--- src/hdl/mpbm_pkg.sv ---
// Shared types and codes of the multi-pattern byte matcher.
// Depends on nothing; the files that use it refer to it by scoped names.
`default_nettype none

package mpbm_pkg;

   localparam logic [2:0] KIND_SCAN    = 3'd0;
   localparam logic [2:0] KIND_RESTART = 3'd1;
   localparam logic [2:0] KIND_GOTO    = 3'd2;
   localparam logic [2:0] KIND_FAIL    = 3'd3;
   localparam logic [2:0] KIND_RANGE   = 3'd4;
   localparam logic [2:0] KIND_SLOT    = 3'd5;

   localparam logic [8:0] NO_EDGE = 9'd256;

   typedef struct packed {
      logic [2:0] kind;
      logic [7:0] data_byte;
      logic [7:0] node;
      logic [8:0] target;
      logic [9:0] out_base;
      logic [3:0] out_count;
      logic [7:0] pattern_id;
   } req_item_type;

   typedef struct packed {
      logic        hit;
      logic [7:0]  match_pattern;
      logic [63:0] end_offset;
      logic        last;
   } rsp_item_type;

endpackage

`default_nettype wire

--- src/hdl/mpbm_seq.sv ---
// Scan sequencer: failure-link walk, output list emission and result register.
// Depends on mpbm_pkg; drives the read ports of mpbm_tables.
`default_nettype none

module mpbm_seq #(
   parameter int NODES         = 256,
   parameter int ALPHABET_SIZE = 256,
   parameter int OUT_SLOTS     = 1024,
   parameter int MAX_OUT       = 8
) (
   input  wire logic                    clock,
   input  wire logic                    reset,
   input  wire logic                    stop_on_hit,
   input  wire logic                    in_valid,
   output logic                         in_ready,
   input  wire mpbm_pkg::req_item_type  in_item,
   output logic                         out_valid,
   input  wire logic                    out_ready,
   output mpbm_pkg::rsp_item_type       out_item,
   output logic                         tbl_wr_en,
   output logic [$clog2(NODES)+$clog2(ALPHABET_SIZE)-1:0] goto_raddr,
   output logic [$clog2(NODES)-1:0]     fail_raddr,
   output logic [$clog2(NODES)-1:0]     range_raddr,
   output logic [$clog2(OUT_SLOTS)-1:0] slot_raddr,
   input  wire logic                    goto_valid,
   input  wire logic [$clog2(NODES)-1:0] goto_node,
   input  wire logic [$clog2(NODES)-1:0] fail_node,
   input  wire logic [9:0]              range_base,
   input  wire logic [3:0]              range_count,
   input  wire logic [7:0]              slot_pat
);
   localparam int NW = $clog2(NODES);
   localparam int AW = $clog2(ALPHABET_SIZE);
   localparam int SW = $clog2(OUT_SLOTS);
   localparam int PW = (SW > 10) ? SW : 10;

   typedef enum logic [6:0] {
      S_IDLE    = 7'b0000001,
      S_WALK    = 7'b0000010,
      S_RANGE   = 7'b0000100,
      S_REDUCE  = 7'b0001000,
      S_SLOT_RD = 7'b0010000,
      S_SLOT    = 7'b0100000,
      S_EMPTY   = 7'b1000000
   } state_type;

   state_type               state_ff, state_in;
   logic [NW-1:0]           node_ff, node_in;
   logic [NW-1:0]           look_ff, look_in;
   logic [7:0]              byte_ff, byte_in;
   logic [NW:0]             steps_ff, steps_in;
   logic [63:0]             offset_ff, offset_in;
   logic                    frozen_ff, frozen_in;
   logic [PW-1:0]           ptr_ff, ptr_in;
   logic [3:0]              cnt_ff, cnt_in;
   logic [3:0]              k_ff, k_in;
   logic                    out_valid_ff, out_valid_in;
   mpbm_pkg::rsp_item_type  out_item_ff, out_item_in;

   logic          accept, out_free, edge_ok, last_res;
   logic [PW:0]   ptr_next;

   assign accept    = in_valid && in_ready;
   assign in_ready  = (state_ff == S_IDLE);
   assign tbl_wr_en = accept;
   assign out_free  = !out_valid_ff || out_ready;
   assign out_valid = out_valid_ff;
   assign out_item  = out_item_ff;
   assign edge_ok   = goto_valid && (32'(byte_ff) < ALPHABET_SIZE);
   assign last_res  = stop_on_hit || ((k_ff + 4'd1) == cnt_ff);
   assign ptr_next  = (PW+1)'(ptr_ff) + (PW+1)'(1);

   assign goto_raddr  = {look_in, AW'(byte_in)};
   assign fail_raddr  = look_in;
   assign range_raddr = look_in;
   assign slot_raddr  = SW'(ptr_in);

   always_comb begin
      state_in     = state_ff;
      node_in      = node_ff;
      look_in      = look_ff;
      byte_in      = byte_ff;
      steps_in     = steps_ff;
      offset_in    = offset_ff;
      frozen_in    = frozen_ff;
      ptr_in       = ptr_ff;
      cnt_in       = cnt_ff;
      k_in         = k_ff;
      out_valid_in = out_valid_ff && !out_ready;
      out_item_in  = out_item_ff;
      case (state_ff)
         S_IDLE: begin
            if (accept) begin
               case (in_item.kind)
                  mpbm_pkg::KIND_SCAN: begin
                     if (!frozen_ff) begin
                        look_in  = node_ff;
                        byte_in  = in_item.data_byte;
                        steps_in = '0;
                        state_in = S_WALK;
                     end
                  end
                  mpbm_pkg::KIND_RESTART: begin
                     node_in   = '0;
                     offset_in = '0;
                     frozen_in = 1'b0;
                  end
                  default: begin
                  end
               endcase
            end
         end
         S_WALK: begin
            if (edge_ok || (look_ff == '0)) begin
               node_in  = edge_ok ? goto_node : '0;
               look_in  = node_in;
               state_in = S_RANGE;
            end else if (steps_ff == (NW+1)'(NODES)) begin
               look_in = '0;
            end else begin
               look_in  = fail_node;
               steps_in = steps_ff + (NW+1)'(1);
            end
         end
         S_RANGE: begin
            ptr_in = PW'(range_base);
            cnt_in = (32'(range_count) > MAX_OUT) ? 4'(MAX_OUT) : range_count;
            k_in   = '0;
            state_in = (cnt_in == '0) ? S_EMPTY : S_REDUCE;
         end
         S_REDUCE: begin
            if (32'(ptr_ff) >= OUT_SLOTS) begin
               ptr_in = ptr_ff - PW'(OUT_SLOTS);
            end else begin
               state_in = S_SLOT;
            end
         end
         S_SLOT_RD: begin
            state_in = S_SLOT;
         end
         S_SLOT: begin
            if (out_free) begin
               out_valid_in = 1'b1;
               out_item_in  = '{hit: 1'b1, match_pattern: slot_pat,
                                end_offset: offset_ff, last: last_res};
               if (last_res) begin
                  offset_in = offset_ff + 64'd1;
                  frozen_in = stop_on_hit;
                  state_in  = S_IDLE;
               end else begin
                  ptr_in   = (32'(ptr_next) == OUT_SLOTS) ? '0 : PW'(ptr_next);
                  k_in     = k_ff + 4'd1;
                  state_in = S_SLOT_RD;
               end
            end
         end
         S_EMPTY: begin
            if (out_free) begin
               out_valid_in = 1'b1;
               out_item_in  = '{hit: 1'b0, match_pattern: 8'd0,
                                end_offset: offset_ff, last: 1'b1};
               offset_in    = offset_ff + 64'd1;
               state_in     = S_IDLE;
            end
         end
         default: begin
            state_in = S_IDLE;
         end
      endcase
   end

   always_ff @(posedge clock) begin
      if (reset) begin
         state_ff     <= S_IDLE;
         node_ff      <= '0;
         offset_ff    <= '0;
         frozen_ff    <= 1'b0;
         out_valid_ff <= 1'b0;
      end else begin
         state_ff     <= state_in;
         node_ff      <= node_in;
         offset_ff    <= offset_in;
         frozen_ff    <= frozen_in;
         out_valid_ff <= out_valid_in;
      end
   end

   always_ff @(posedge clock) begin
      look_ff     <= look_in;
      byte_ff     <= byte_in;
      steps_ff    <= steps_in;
      ptr_ff      <= ptr_in;
      cnt_ff      <= cnt_in;
      k_ff        <= k_in;
      out_item_ff <= out_item_in;
   end

endmodule

`default_nettype wire

--- config.mk ---
export PLATFORM = sky130hd
export DESIGN_NAME = mpbm_seq
export DESIGN_NICKNAME = d
export VERILOG_FILES = /design/src/hdl/mpbm_pkg.sv /design/src/hdl/mpbm_seq.sv
export SDC_FILE = /design/constraint.sdc
export NUM_CORES = 1
export LEC_CHECK = 0
export BUFFER_PORTS_ARGS = -buffer_cell sky130_fd_sc_hd__buf_4
export CAP_MARGIN = 5
export CORE_ASPECT_RATIO = 1.75
export CORE_UTILIZATION = 60
export CTS_BUF_LIST = sky130_fd_sc_hd__clkbuf_8
export CTS_CLUSTER_DIAMETER = 60
export DETAILED_ROUTE_END_ITERATION = 12
export HOLD_SLACK_MARGIN = 0.12
export PLACE_DENSITY = 0.95
export SYNTH_ARGS = -nofsm -noshare
export SYNTH_HDL_FRONTEND = slang
export SYNTH_SLANG_ARGS = --single-unit
--- constraint.sdc ---
create_clock -name clock -period 4.75 [get_ports clock]
set_input_delay 0.475 -clock clock [delete_from_list [all_inputs] [get_ports clock]]
set_output_delay 0.475 -clock clock [all_outputs]
set_load 0.02 [all_outputs]
==> flow_summary_export.csv, run 1 <==
group,metric,value,unit
die,pin_count,213,
route,ant_nets,0,
worst_hold_path,hold_class,"in -> reg",
clock_network,clock_sinks,198,
clock_network,h-tree-depth,4,
logic_synthesis,synth-seq-cells,198,
place,place_hpwl,14700,µm
clock_network,path_clk_slew,0.11,ns
logic_synthesis,synth_top_area_share,30.1,%
sta,fmax,0.277,GHz
critical_path,regToRegSetupSlack,1.54,ns
clock_network,postCtsHoldBufs,0,
logic_synthesis,synth_edf_count,91,
clock_network,clock_path_buffers,2,
power_and_ir_drop,peakVddDrop,0.223,mV
critical_path,required,4.28,ns
place,port_buffers,173,
clock_network,cts_setup_buffers,0,
sta,grt_setup_unrepaired,"no",
logic_synthesis,synth_most_common_cell,"dfxtp_1",
global_routing,grt_pass1_vias,6997,
sta,finalSetupViolCount,0,
route,routedWlPerCell,17.6,µm
logic_synthesis,synthFlopType,"dfxtp_1",
logic_synthesis,synth_fp_nets,949,
critical_path,r2r_cells,7,
global_routing,grt_max_degree,94,
clock_network,numCtsBuffers,17,
finish,postLayoutCoreUtil,72.7,%
sta,period_needed,3.61,ns
sta,final_max_slew_viol_count,0,
clock_network,cts_resized,0,
logic_synthesis,async_reset_ff_share,0,%
finish,final_nets,1091,
outcome,status,"complete, no violations",
sta,finalCritPeriodShare,76.0,%
finish,diodes,0,
critical_path,critPathCapture,"slot_raddr[6]",
critical_path,cp-end-kind,"output port",
sta,skew,0.0219,ns
die,die_y,165,µm
place,placed_area,10400,µm²
logic_synthesis,syn_inst,850,
finish,syn_to_final_growth,18.7,%
logic_synthesis,avgSynthCellArea,10.7,µm²
global_routing,grt-ovfl-total,0,
critical_path,crit_path_max_fanout,14,
place,place.gp.congestion,0.848,
route,viasPerCell,6.26,
clock_network,clock_latency,0.47,ns
route,totalWireLength,21000,µm
sta,tns,0,ns
route,detailedRoute.firstIterationViolations,667,
power_and_ir_drop,p_leak,4.13,nW
sta,slew_headroom,24.7,%
global_routing,grt_use_total,27.1,%
clock_network,cts_root_buffer,"clkbuf_8",
route,drtPass1Iterations,6,
finish,drive_gt1_share,29.2,%
logic_synthesis,synth-seq-area-share,53.6,%
logic_synthesis,synth.largest_area_cell,"edfxtp_1",
worst_hold_path,worst_hold_startpoint,"range_count[3]",
die,die_area,15700,µm²
logic_synthesis,netlist_top_cells_count,"dfxtp_1, nand2_1, edfxtp_1",
critical_path,critPathLaunch,"k_ff[0]$_SDFFCE_PN0P_",
sta,tightest_slew,1.13,ns
die,start_util,61.3,%
critical_path,arrival,3.13,ns
logic_synthesis,ys_top_cells_by_area,"edfxtp_1, dfxtp_1, mux2i_1",
power_and_ir_drop,power.density,290,nW/µm²
logic_synthesis,syn-cell-area,9090,µm²
critical_path,r2r_start,"state_ff[6]$_SDFFE_PP0P_",
clock_network,cts_tree,"built",
run,maxCapViolations,0,
logic_synthesis,yosys_warnings,0,
global_routing,antenna_found_initial,0,
logic_synthesis,synth.distinct_cells,64,
critical_path,startpoint_type,"flop",
critical_path,worstSetupPathType,"reg -> out",
die,row_count,59,
global_routing,grt_pass1_wl,33100,µm
route,vias,7435,
die,core_area,14800,µm²
route,drc,0,
critical_path,r2r-end,"offset_ff[28]$_SDFFE_PP0P_",
die,die_w,95.0,µm
sta,hold_violations,0,
finish,final_area,10800,µm²
[where the power goes]
group	switching (W)	internal [W]
sequential	0.00000993	0.00179
combinational	0.000124	0.000111
clock	0.000674	0.000421
[worst min path at each step]
stage	to	slack, ns	cells past startpoint
finish	cnt_ff[3]$_DFFE_PN_	0.23	1
global route	cnt_ff[3]$_DFFE_PN_	0.21	1
CTS	cnt_ff[3]$_DFFE_PN_	0.22	1
detailed placement	out_item[44]$_DFFE_PP_	0.45	0
global placement	out_item[38]$_DFFE_PP_	0.44	0
floorplan	out_item[64]$_DFFE_PP_	0.42	0
[critical path, stage by stage, from the launching register on]
cell      delay [ns]
edfxtp_1        0.49
ha_1            0.27
xor3_1          0.40
nor3_2          0.39
a21oi_1         0.12
buf_4           0.21
mux2_2          0.28
a221o_1         0.33
buf_4           0.17
[per-layer routing]
metal	vias up	global-route usage, %	wire length, µm
met2	363	49.2	11700
met5	-	0	0
met4	0	14.3	603
met1	3550	29.4	7520
li1	3463	-	-
met3	59	4.83	1160
[registers in the layout, summed over array words and instances (netlist names)]
register   cells
look_ff        8
ptr_ff        10
node_ff        8
out_valid      1
k_ff           4
out_item      74
steps_ff       9
offset_ff     64
cnt_ff         4
frozen_ff      1
state_ff       7
byte_ff        8
[cells by family (layout without fill, tap and decap cells)]
logic type                 count (synthesis)  after routing  share of synthesized area (%)
and+or+nand+nor                          383            383                           23.4
DFF                                      198            198                           53.6
AOI/OAI and AO/OA                        118            118                           9.76
buffers and inverters                     71            226                           4.16
muxes                                     58             58                           6.55
xor gates and xnor gates                  17             17                           1.80
adders and majority gates                  5              5                          0.688
[cell usage in the layout, fill, tap and decap left out, drive strengths merged, types with 17 or more instances in the layout]
cell type	Yosys	routed
or2	44	44
a21oi	17	17
buf	34	181
nand3	29	29
nor4	44	44
nand2	97	97
nor2	53	53
inv	13	21
mux2i	46	46
clkbuf	24	18
dfxtp	107	107
nor3	24	24
nand4	24	24
edfxtp	91	91
[through the flow]
step           cells  hold WS [ns]  power [W]  worst slack (ns)
2_1_floorplan    850         0.422    0.00198              1.80
3_3_place_gp    1156         0.439    0.00207              1.61
3_5_place_dp    1156         0.451    0.00207              1.59
4_1_cts         1188         0.217    0.00314              1.14
5_1_grt         1188         0.211    0.00322             0.931
6_report        1188         0.230    0.00313              1.14
[cell type report]
| type | instances | area [µm²] |
|---|---|---|
| Multi-Input combinational cell | 581 | 3870 |
| Fill cell | 977 | 4040 |
| Clock inverter | 14 | 168 |
| Timing Repair Buffer | 181 | 1360 |
| Inverter | 13 | 50.0 |
| Tap cell | 183 | 229 |
| Sequential cell | 198 | 4870 |
| Clock buffer | 18 | 248 |
Note: power is estimated with default switching activity, not from simulation.
==> inputs of run 2 (changes only) <==
--- a/config.mk
+++ b/config.mk
@@ -8,12 +8,12 @@
 export BUFFER_PORTS_ARGS = -buffer_cell sky130_fd_sc_hd__buf_4
 export CAP_MARGIN = 5
 export CORE_ASPECT_RATIO = 1.75
-export CORE_UTILIZATION = 60
+export CORE_UTILIZATION = 50
 export CTS_BUF_LIST = sky130_fd_sc_hd__clkbuf_8
 export CTS_CLUSTER_DIAMETER = 60
 export DETAILED_ROUTE_END_ITERATION = 12
 export HOLD_SLACK_MARGIN = 0.12
-export PLACE_DENSITY = 0.95
+export PLACE_DENSITY = 0.89
 export SYNTH_ARGS = -nofsm -noshare
 export SYNTH_HDL_FRONTEND = slang
 export SYNTH_SLANG_ARGS = --single-unit
==> constraint.sdc (replaced) <==
create_clock -name clock -period 3.2 [get_ports clock]
set_input_delay 0.32 -clock clock [delete_from_list [all_inputs] [get_ports clock]]
set_output_delay 0.32 -clock clock [all_outputs]
set_load 0.02 [all_outputs]
==> flow_summary_export.csv, run 2 (synthesis results as in run 1) <==
group,metric,value,unit
outcome,status,"complete, no violations",
clock_network,numCtsBuffers,17,
finish,final.fill_count,1400,
clock_network,h-tree-depth,4,
clock_network,path_clk_slew,0.10,ns
global_routing,antenna_found_initial,0,
sta,hold_violations,0,
critical_path,slowest_stage,"a2111o_1",
sta,final_max_slew_viol_count,0,
critical_path,cp-end-kind,"output port",
power_and_ir_drop,peakVddDrop,0.239,mV
finish,final_nets,1139,
route,routedWlPerCell,16.9,µm
die,die_area,18700,µm²
clock_network,cts_tree,"built",
finish,diodes,0,
die,die_y,180,µm
die,row_count,64,
place,port_buffers,173,
power_and_ir_drop,p_total,0.00459,W
global_routing,grt_use_total,22.8,%
sta,fmax,0.323,GHz
sta,finalCritPeriodShare,96.8,%
critical_path,worstSetupPathType,"reg -> out",
route,drtPass1Iterations,5,
run,maxCapViolations,0,
global_routing,grt_max_degree,67,
worst_hold_path,hold_class,"in -> reg",
finish,syn_to_final_growth,24.1,%
route,drc,0,
die,die_w,104,µm
clock_network,cts_root_buffer,"clkbuf_8",
critical_path,path_cells,"ha_1 -> xor2_2 -> nor3_4 -> a2111o_1 -> o311a_1 -> a211o_1 -> buf_4",
finish,regArea,4880,µm²
power_and_ir_drop,power.density,407,nW/µm²
sta,hold_slack,0.142,ns
critical_path,path_buf_inv,1,
place,placed_area,10500,µm²
route,detailedRoute.firstIterationViolations,456,
global_routing,grt_pass1_wl,34400,µm
place,place_hpwl,15000,µm
route,totalWireLength,21600,µm
finish,mostFrequentLayoutCell,"buf_4",
route,ant_nets,0,
critical_path,critPathLaunch,"k_ff[0]$_SDFFCE_PN0P_",
finish,final_area,11300,µm²
sta,skew,0.0224,ns
finish,final_cell_mix,"buf_4, dfxtp_1, nand2_1",
global_routing,grt_pass1_vias,7148,
sta,slew_headroom,53.0,%
critical_path,crit_family,"compound AO/OA/AOI/OAI gates",
critical_path,critPathMaxStageDelay,0.46,ns
finish,drive_gt1_share,30.0,%
die,pin_count,213,
sta,finalSetupViolCount,0,
worst_hold_path,worst_hold_startpoint,"goto_node[6]",
die,core_area,17600,µm²
finish,largest_reg_flops,74,
global_routing,grt-ovfl-total,0,
die,start_util,51.6,%
critical_path,r2r_start,"state_ff[3]$_SDFFE_PP0P_",
finish,multi_input_area,3900,µm²
route,viasPerCell,5.80,
sta,period_needed,3.10,ns
power_and_ir_drop,p_leak,4.33,nW
critical_path,required,2.88,ns
sta,grt_setup_unrepaired,"yes",
critical_path,arrival,2.78,ns
critical_path,startpoint_type,"flop",
clock_network,clock_sinks,198,
place,place.gp.congestion,0.828,
clock_network,clock_latency,0.47,ns
route,vias,7450,
critical_path,crit_path_max_fanout,4,
sta,tightest_slew,0.705,ns
clock_network,clock_path_buffers,2,
## run 2: final timing paths
| check | cells past startpoint | to | slack (ns) |
|---|---|---|---|
| setup / recovery | 7 | slot_raddr[8] | 0.10 |
| hold reg to reg | 0 | out_item[38]$_DFFE_PP_ | 0.47 |
| hold / removal | 3 | node_ff[6]$_SDFFE_PP0P_ | 0.14 |
| setup reg to reg | 6 | offset_ff[8]$_SDFFE_PP0P_ | 0.59 |
## run 2: area by class of cell
cell class / count / share of cell area [%]
clock buffer: 17 / 2.07
timing repair buffer: 229 / 15.9
multi-input combinational: 581 / 34.5
tap: 231 / 2.56
inverter: 13 / 0.444
clock inverter: 15 / 1.24
sequential: 198 / 43.2
## run 2: timing repair
item | CTS | global route
endpoints found under the hold margin | 30 | 0
setup buffers | 4 | 0
pin swaps | 3 | 0
hold buffers | 30 | 0
gates resized for setup | 2 | 6
endpoints found under the setup margin | 10 | 8
## run 2: metal layers
metal	part of all wire, %	track usage (%)
met5	0	0
met1	37	23.9
met3	4.1	3.25
met2	56	43.6
met4	3.3	11.4
## run 2: worst reg2reg max path, delay by kind of cell, from the launching register on
family          cells  cell delay (ns)
simple gates        4             1.76
flops               1             0.40
buf+inv             1             0.24
compound gates      1             0.14
## run 2: report_power, final
part	switching, W	leakage [nW]	internal [W]
Sequential	0.0000159	1.83	0.00266
Clock	0.000951	0.187	0.000576
Combinational	0.000195	2.31	0.000192
## run 2: stage by stage
step                worst slack, ns  setup TNS, ns  utilization (%)  std cells
finish                        0.103              0             64.0       1284
CTS                          0.0165              0             63.9       1284
global placement              0.393              0             59.9       1218
detailed placement            0.347              0             59.9       1218
floorplan                     0.245              0                -        850
global route                -0.0274        -0.0274             64.0       1284
==> inputs of run 3 (changes only) <==
--- a/config.mk
+++ b/config.mk
@@ -12,7 +12,9 @@
 export CTS_BUF_LIST = sky130_fd_sc_hd__clkbuf_8
 export CTS_CLUSTER_DIAMETER = 60
 export DETAILED_ROUTE_END_ITERATION = 12
+export GPL_ROUTABILITY_DRIVEN = 0
 export HOLD_SLACK_MARGIN = 0.12
+export MAX_ROUTING_LAYER = met4
 export PLACE_DENSITY = 0.89
 export SYNTH_ARGS = -nofsm -noshare
 export SYNTH_HDL_FRONTEND = slang
==> constraint.sdc (replaced) <==
create_clock -name clock -period 3.2 [get_ports clock]
set_input_delay 0.16 -clock clock [delete_from_list [all_inputs] [get_ports clock]]
set_output_delay 0.16 -clock clock [all_outputs]
set_load 0.02 [all_outputs]
==> flow_summary_export.csv, run 3 (synthesis results as in run 1) <==
group,metric,value,unit
run,maxCapViolations,0,
finish,diodes,0,
sta,final_max_slew_viol_count,0,
critical_path,regToRegSetupSlack,0.15,ns
worst_hold_path,hold_class,"in -> reg",
worst_hold_path,whs_endpoint,"look_ff[7]$_DFF_P_",
sta,tns,0,ns
critical_path,worstSetupPathType,"reg -> out",
clock_network,path_clk_slew,0.10,ns
clock_network,numCtsBuffers,17,
critical_path,required,3.04,ns
die,pin_count,213,
critical_path,r2r-end,"state_ff[4]$_SDFFE_PP0P_",
die,die_w,104,µm
sta,period_needed,3.06,ns
power_and_ir_drop,combPwrFrac,8.8,%
finish,final.fill_count,1358,
route,vias,7633,
critical_path,r2r_cells,7,
sta,tightest_slew,0.712,ns
power_and_ir_drop,p_total,0.00463,W
global_routing,antenna_found_initial,0,
critical_path,startpoint_type,"flop",
global_routing,grt_pass1_vias,7453,
route,detailedRoute.firstIterationViolations,499,
sta,finalCritPeriodShare,95.6,%
power_and_ir_drop,netSwitchingFraction,24.4,%
critical_path,cp-end-kind,"output port",
die,die_area,18700,µm²
finish,syn_to_final_growth,26.7,%
die,row_count,64,
die,core_area,17600,µm²
place,place_hpwl,15100,µm
sta,hold_violations,0,
clock_network,cts_tree,"built",
power_and_ir_drop,p_sw,0.00113,W
die,start_util,51.6,%
place,place_ws,0.458,ns
clock_network,clock_path_buffers,2,
clock_network,clock_sinks,198,
clock_network,clock_latency,0.48,ns
route,drtPass1Iterations,8,
critical_path,crit_path_max_fanout,5,
route,routedWlPerCell,17.1,µm
power_and_ir_drop,p_seq_share,57.8,%
global_routing,grt_pass1_wl,35600,µm
critical_path,r2r_start,"state_ff[2]$_SDFFE_PP0P_",
finish,final_nets,1161,
outcome,status,"complete, no violations",
finish,stdcell_count,1306,
die,die_y,180,µm
power_and_ir_drop,p_clk_share,33.5,%
finish,mostFrequentLayoutCell,"buf_4",
place,placed_cells,1217,
power_and_ir_drop,p_leak,4.41,nW
global_routing,grt_max_degree,67,
route,totalWireLength,22300,µm
sta,fmax,0.327,GHz
route,ant_nets,0,
clock_network,h-tree-depth,4,
global_routing,grt_use_total,24.3,%
place,port_buffers,173,
worst_hold_path,worst_hold_startpoint,"goto_valid",
power_and_ir_drop,power.density,402,nW/µm²
sta,setup_slack,0.141,ns
sta,slew_headroom,52.1,%
sta,finalSetupViolCount,0,
route,drc,0,
critical_path,arrival,2.90,ns
finish,final_cell_mix,"buf_4, dfxtp_1, nand2_1",
power_and_ir_drop,internal_power,0.00350,W
finish,largest_reg_flops,74,
clock_network,cts_root_buffer,"clkbuf_8",
finish,drive_gt1_share,28.7,%
power_and_ir_drop,peakVddDrop,0.291,mV
route,viasPerCell,5.84,
global_routing,grt-ovfl-total,0,
worst_hold_path,worstHoldPathCells,3,
sta,skew,0.0162,ns
==> run 3: cell count changes in the layout (fill, tap and decap cells not counted), sizes merged <==
cell         previous run  this run
clkinvlp                3         2
dlygate4sd3            30        56
inv                    21        18
buf                   199       195
clkinv                  4         7
bufinv                  0         1
==> run 3: worst max path at each step <==
stage,startpoint,end,cells past startpoint
6_report,k_ff[0]$_SDFFCE_PN0P_,slot_raddr[8],7
5_1_grt,state_ff[2]$_SDFFE_PP0P_,slot_raddr[8],6
4_1_cts,state_ff[6]$_SDFFE_PP0P_,slot_raddr[6],7
3_5_place_dp,k_ff[0]$_SDFFCE_PN0P_,offset_ff[59]$_SDFFE_PP0P_,7
3_3_place_gp,state_ff[6]$_SDFFE_PP0P_,slot_raddr[6],7
2_1_floorplan,state_ff[3]$_SDFFE_PP0P_,offset_ff[9]$_SDFFE_PP0P_,7
==> run 3: layer usage <==
metal	part of all wire [%]	vias to the layer above	track usage, %	routed length [µm]
li1	-	3599	-	-
met4	3.8	0	13.0	845
met5	0	-	-	0
met2	54	310	43.8	12000
met3	4.7	58	3.76	1040
met1	37	3666	25.1	8340
==> run 3: area by class of cell <==
cell class | count | area (µm²) | share of cell area, %
timing repair buffer | 251 | 2020 | 17.6
clock inverter | 15 | 146 | 1.27
multi-input combinational | 581 | 3900 | 33.9
clock buffer | 17 | 234 | 2.03
tap | 231 | 289 | 2.51
sequential | 198 | 4870 | 42.3
inverter | 13 | 50.0 | 0.435
==> run 3: what timing repair did <==
item | CTS | global route
resized for setup | 1 | 6
gates cloned | 0 | 0
hold endpoints to repair | 58 | 0
buffers inserted | 0 | 1
endpoints found under the setup margin | 1 | 6
hold buffers | 56 | 0
pin swaps | 0 | 3
==> run 3: worst max-delay path: stages (launching register included) <==
cell and delay, ns:
edfxtp_1 0.46, ha_1 0.37, xor2_2 0.21, nor3_4 0.09, a2111o_1 0.50, o311a_1 0.37
a211o_1 0.28, buf_4 0.16
==> run 3: per-stage QoR <==
stage	utilization (%)	cell area, µm²	hold WS (ns)
2_1_floorplan	-	9090	0.327
4_1_cts	65.2	11500	0.137
6_report	65.4	11500	0.181
3_3_place_gp	59.8	10500	0.380
5_1_grt	65.4	11500	0.195
3_5_place_dp	59.8	10500	0.383
==> run 3: power by group through the flow <==
stage | registers [W] | logic [W] | clock network (W)
2_1_floorplan | 0.00273 | 0.000210 | 0
3_3_place_gp | 0.00273 | 0.000340 | 0
3_5_place_dp | 0.00273 | 0.000350 | 0
4_1_cts | 0.00267 | 0.000398 | 0.00157
5_1_grt | 0.00268 | 0.000431 | 0.00166
6_report | 0.00268 | 0.000406 | 0.00155
